File: src/hw/rtl/lvws_pkg.sv
// Shared types, codes and constants of the letter value window sum search core.
package lvws_pkg;

    // Default sizes
    localparam int TEXT_MAX_DEF = 1024;
    localparam int WORD_MAX_DEF = 30;

    // Field and datapath widths
    localparam int ACTION_W = 2;
    localparam int CHAR_W   = 8;
    localparam int POS_W    = 10;
    localparam int VAL_W    = 5;
    localparam int TARGET_W = 10;
    localparam int SUM_W    = TARGET_W + 1;

    localparam logic [TARGET_W-1:0] TARGET_CAP = '1;

    // Action codes
    localparam logic [ACTION_W-1:0] ACT_WORD  = 2'd0;
    localparam logic [ACTION_W-1:0] ACT_TEXT  = 2'd1;
    localparam logic [ACTION_W-1:0] ACT_CLEAR = 2'd2;

    // Character constants
    localparam logic [CHAR_W-1:0] CHAR_UP_A   = 8'h41;
    localparam logic [CHAR_W-1:0] CHAR_UP_Z   = 8'h5A;
    localparam logic [CHAR_W-1:0] CHAR_LO_A   = 8'h61;
    localparam logic [CHAR_W-1:0] CHAR_LO_Z   = 8'h7A;
    localparam logic [CHAR_W-1:0] CASE_OFFSET = 8'd32;
    localparam logic [CHAR_W-1:0] LOWER_BIAS  = 8'd96;

    typedef struct packed {
        logic [ACTION_W-1:0] action;
        logic [CHAR_W-1:0]   char_code;
    } lvws_item_t;

    typedef struct packed {
        logic [POS_W-1:0] start_pos;
        logic [POS_W-1:0] end_pos;
    } lvws_span_t;

    // Controller to datapath
    typedef struct packed {
        logic accept;
        logic pop;
        logic load;
        logic emit;
    } lvws_cmd_t;

    // Datapath to controller
    typedef struct packed {
        logic push;
        logic over;
        logic hit;
        logic span_busy;
    } lvws_status_t;

    // Alphabet value 1..26 of a letter, 0 for anything else
    function automatic logic [VAL_W-1:0] letter_value(input logic [CHAR_W-1:0] c);
        logic [CHAR_W-1:0] lc;
        lc = c;
        if (c >= CHAR_UP_A && c <= CHAR_UP_Z)
        begin
            lc = c + CASE_OFFSET;
        end
        if (lc >= CHAR_LO_A && lc <= CHAR_LO_Z)
        begin
            letter_value = VAL_W'(lc - LOWER_BIAS);
        end
        else
        begin
            letter_value = '0;
        end
    endfunction

endpackage

File: src/hw/rtl/lvws_ctrl.sv
// Controller state machine of the letter value window sum search core.
module lvws_ctrl
    import lvws_pkg::*;
(
    input  logic         clk,
    input  logic         rst_n,
    input  logic         item_valid,
    output logic         item_ready,
    input  lvws_status_t status,
    output lvws_cmd_t    cmd
);

    typedef enum logic [2:0] {
        ST_IDLE  = 3'b001,
        ST_CHECK = 3'b010,
        ST_LOAD  = 3'b100
    } state_t;

    state_t state_reg;
    state_t state_next;

    always_ff @(posedge clk or negedge rst_n)
    begin
        if (!rst_n)
        begin
            state_reg <= ST_IDLE;
        end
        else
        begin
            state_reg <= state_next;
        end
    end

    always_comb
    begin
        state_next = state_reg;
        cmd        = '0;
        item_ready = 1'b0;
        unique case (state_reg)
            ST_IDLE:
            begin
                item_ready = 1'b1;
                if (item_valid)
                begin
                    cmd.accept = 1'b1;
                    if (status.push)
                    begin
                        state_next = ST_CHECK;
                    end
                end
            end
            ST_CHECK:
            begin
                if (status.over)
                begin
                    cmd.pop    = 1'b1;
                    state_next = ST_LOAD;
                end
                else if (status.hit)
                begin
                    // hold until the output register frees up
                    if (!status.span_busy)
                    begin
                        cmd.emit   = 1'b1;
                        state_next = ST_IDLE;
                    end
                end
                else
                begin
                    state_next = ST_IDLE;
                end
            end
            ST_LOAD:
            begin
                cmd.load   = 1'b1;
                state_next = ST_CHECK;
            end
            default:
            begin
                state_next = ST_IDLE;
            end
        endcase
    end

endmodule

File: config.mk
export PLATFORM = sky130hd
export DESIGN_NAME = lvws_ctrl
export DESIGN_NICKNAME = d
export VERILOG_FILES = /design/src/hw/rtl/lvws_pkg.sv /design/src/hw/rtl/lvws_ctrl.sv
export SDC_FILE = /design/constraint.sdc
export NUM_CORES = 1
export LEC_CHECK = 0
export BUFFER_PORTS_ARGS = -buffer_cell sky130_fd_sc_hd__buf_2
export CAP_MARGIN = 10
export CELL_PAD_IN_SITES_DETAIL_PLACEMENT = 1
export CELL_PAD_IN_SITES_GLOBAL_PLACEMENT = 1
export CORE_AREA = 2 2 39 41
export DETAILED_ROUTE_END_ITERATION = 12
export DIE_AREA = 0 0 41 43
export GPL_TIMING_DRIVEN = 0
export PLACE_DENSITY_LB_ADDON = 0.08
export SYNTH_ARGS = -nofsm -noshare
export SYNTH_HDL_FRONTEND = slang
export SYNTH_SLANG_ARGS = --single-unit
File: constraint.sdc
create_clock -name clk -period 1.4 [get_ports clk]
set_input_delay 0.07 -clock clk [delete_from_list [all_inputs] [get_ports clk]]
set_output_delay 0.07 -clock clk [all_outputs]
set_load 0.05 [all_outputs]
==> qor_table.md <==
| Group | Parameter | This run |
|:---|:---|:---|
| timing | Setup Skew | 0.000467 ns |
| pwr | Leakage | 0.167 nW |
| critical path | Maximum net fanout on the critical path | 4 |
| timing | Final-report hold violation count | 0 |
| timing | Setup-failing EPs final | 0 |
| logic synthesis | Main area contributors after synthesis | dfrtp_1, dfstp_2, and2_1 |
| global routing | Vias in the first global route | 232 |
| clock network | CTS buffer count | 3 |
| critical path | R2r startpoint | state_reg[0] |
| clock network | Number of H-tree levels | 1 |
| floorplanning | Die outline width | 41 um |
| cells and area | Layout Cells excl Fill | 51 |
| detailed routing | Number of violations reported at the end of detailed-routing iteration 0 | 1 |
| cells and area | Fraction of layout instances using a drive strength above 1 | 60.0% |
| timing | Maximum achievable frequency | 0.733 GHz |
| global routing | Total gr overflow | 0 |
| logic synthesis | Yosys warning count | 0 |
| critical path | Number of cells traversed by the worst register-to-register path | 3 |
| clock network | Clock transition at the registers of the reported paths | 0.03 ns |
| logic synthesis | Register area share after synthesis | 40.4% |
| logic synthesis | Library cell occupying the most area in the post-synthesis netlist | dfrtp_1 |
| logic synthesis | Flops & latches, synth | 3 |
| floorplanning | Y dimension of the die | 43 um |
| critical path | WP data required | 1.33 ns |
| timing | Pin slew with the least headroom to its limit | 0.252 ns |
| pwr | Worst ir drop on vdd | 0.356 mV |
| logic synthesis | Average footprint of a synthesized cell | 10.5 sq um |
| floorplanning | I/O pin total | 12 |
| cells and area | Largest register FFs | 3 |
| logic synthesis | Number of standard cells after synthesis | 18 |
| placed design | HPWL after DPL | 432 um |
| critical path | Worst Setup Start Kind | register |
| detailed routing | Routed wire length per instance | 10.9 um |
| worst hold path | Kind of path behind the tightest hold check | input pin to register |
| floorplanning | Core ar. | 1380 sq um |
| critical path | Worst setup path startpoint | state_reg[2] |
| detailed routing | DRC viols | 0 |
| critical path | Critical path endpoint category | output port |
| timing | Final Max Slew Viols | 0 |
| detailed routing | Drt first pass iters | 4 |
| critical path | Worst setup path category | register to output port |
| clock network | Max Root-Sink Buffers | 2 |
| cells and area | Net count, final | 43 |
| timing | Remaining max-slew budget at the tightest pin | 83.3% |
| placed design | Pre-CTS worst setup slack | 0.127 ns |
| floorplanning | Initial Utilization | 13.7% |
| cells and area | Number of diodes added for antenna fixing | 0 |
| placed design | Port Buf Inserts | 11 |
| job | Number of maximum-capacitance constraint violations | 0 |
| worst hold path | Worst Hold Path Cells | 2 |
| logic synthesis | Total nets after synthesis | 25 |
| global routing | Combined global-route utilization of all metal layers | 7.64% |
| timing | Final worst-path setup slack | 0.0349 ns |
| detailed routing | Number of vias in the routed layout | 205 |
| timing | Crit share post-route | 97.5% |
| detailed routing | Final ANT Viol Nets | 0 |
| placed design | Weighted congestion at the end of routability-driven global placement | 0.565 |
| timing | Min Clock Period, post-route | 1.37 ns |
| logic synthesis | Count of distinct cell types in the synthesized netlist | 13 |
| global routing | Wire length of the first global-routing pass | 883 um |
| global routing | Antenna violations before repair | 0 |
| clock network | Clk Latency, worst-skew pair | 0.23 ns |
| logic synthesis | Area share of the largest cell type after synthesis | 26.5% |
| timing | Unrepaired setup endpoints after global routing | true |
| clock network | TritonCTS clock tree | built |
| worst hold path | Origin of the worst min-delay path | status[2] |
| critical path | WP data arrival | 1.30 ns |
| detailed routing | Final Routed Wirelength | 554 um |
| global routing | Largest net degree at the start of global routing | 5 |
| logic synthesis | Mapped cell area | 189 sq um |
| detailed routing | Ratio of routed vias to standard cells | 4.02 |
| clock network | Root Driver | clkbuf_4 |
| floorplanning | Std-Cell Rows | 14 |
| cells and area | P&R area growth vs syn | 78.8% |
| placed design | Placed Instances | 45 |
| pwr | Power density over cell area | 1010 nW/um^2 |
| status | Outcome | finished clean |
| floorplanning | Area of the die | 1760 sq um |
| clock network | Number of sinks driven by the clock tree | 3 |
worst paths after layout:
check / end / slack (ns)
setup / recovery: cmd[0] / 0.03
hold / removal: state_reg[2] / 0.11
setup reg to reg: state_reg[1] / 0.27
hold reg to reg: state_reg[0] / 0.65
max in group asynchronous: state_reg[0] / 1.04
min in group asynchronous: state_reg[2] / 0.17
logic make-up after synthesis:
family,synth area share (%)
buffers and inverters,1.98
flip-flops,40.4
AO/OA/AOI/OAI,10.6
AND/OR/NAND/NOR,47.0
routing by layer:
metal	wire length [um]	GRT usage (%)
met5	0	0
met4	0	8.00
met3	45	1.05
met2	335	13.1
met1	173	6.45
through the flow:
stage / utilization, % / setup TNS, ns / power (mW) / area, sq um / hold slack [ns]
detailed placement: 19.7 / 0 / 0.184 / 273 / -0.134
CTS: 24.1 / 0 / 0.344 / 333 / 0.116
finish: 24.4 / 0 / 0.340 / 338 / 0.113
floorplan: - / -0.0804 / 0.160 / 198 / -0.226
global placement: 19.7 / 0 / 0.182 / 273 / -0.138
global route: 24.4 / -0.0448 / 0.362 / 338 / 0.125
synth_stat cells:
master / n
a21oi_1: 2
a41o_1: 1
and2_1: 3
and4bb_1: 1
dfrtp_1: 2
dfstp_2: 1
inv_1: 1
nand2_1: 2
nand2b_1: 1
nand4b_1: 1
nor2_1: 1
nor3b_2: 1
nor3b_4: 1
power breakdown:
group	switching [mW]	internal, mW	total [mW]
Sequential	0.00851	0.0952	0.104
Clock	0.0398	0.106	0.146
Combinational	0.0489	0.0410	0.0899
Total	0.0972	0.243	0.340
critical path, stage by stage, from the launching register on:
cell      delay (ns)
dfrtp_2         0.44
nor3b_4         0.22
and4bb_1        0.24
buf_6           0.17
area by class of cell:
type                    instances  area, sq um
well taps                      16         20.0
multi-input cells              14          118
repair buffers                 13         91.3
flip-flops and latches          3         78.8
clock buffers                   4         26.3
inverters                       1         3.75
fillers                       170         1050
repair_timing:
item / 4_1_cts / 5_1_grt
pin swaps: 2 / 2
gates resized for setup: 6 / 2
setup buffers: 1 / 0
endpoints found under the hold margin: 3 / 0
hold buffers: 1 / 0
endpoints found under the setup margin: 3 / 4
placed cells by master (no fill, tap or decap):
| cell type | synthesis | routed |
|---|---|---|
| a21oi_1 | 2 | 2 |
| a41o_1 | 1 | 1 |
| and2_1 | 3 | 2 |
| and2_4 | 0 | 1 |
| and4bb_1 | 1 | 1 |
| buf_2 | 0 | 8 |
| buf_4 | 0 | 2 |
| buf_6 | 0 | 1 |
| buf_8 | 0 | 1 |
| clkbuf_1 | 0 | 1 |
| clkbuf_4 | 0 | 3 |
| dfrtp_2 | 0 | 2 |
| dfstp_2 | 1 | 1 |
| dlygate4sd3_1 | 0 | 1 |
| inv_1 | 1 | 1 |
| nand2_1 | 2 | 2 |
| nand2b_1 | 1 | 1 |
| nand4b_1 | 1 | 1 |
| nor2_1 | 1 | 1 |
| nor3b_4 | 1 | 2 |
No activity file was read; power rests on OpenSTA's default activity.
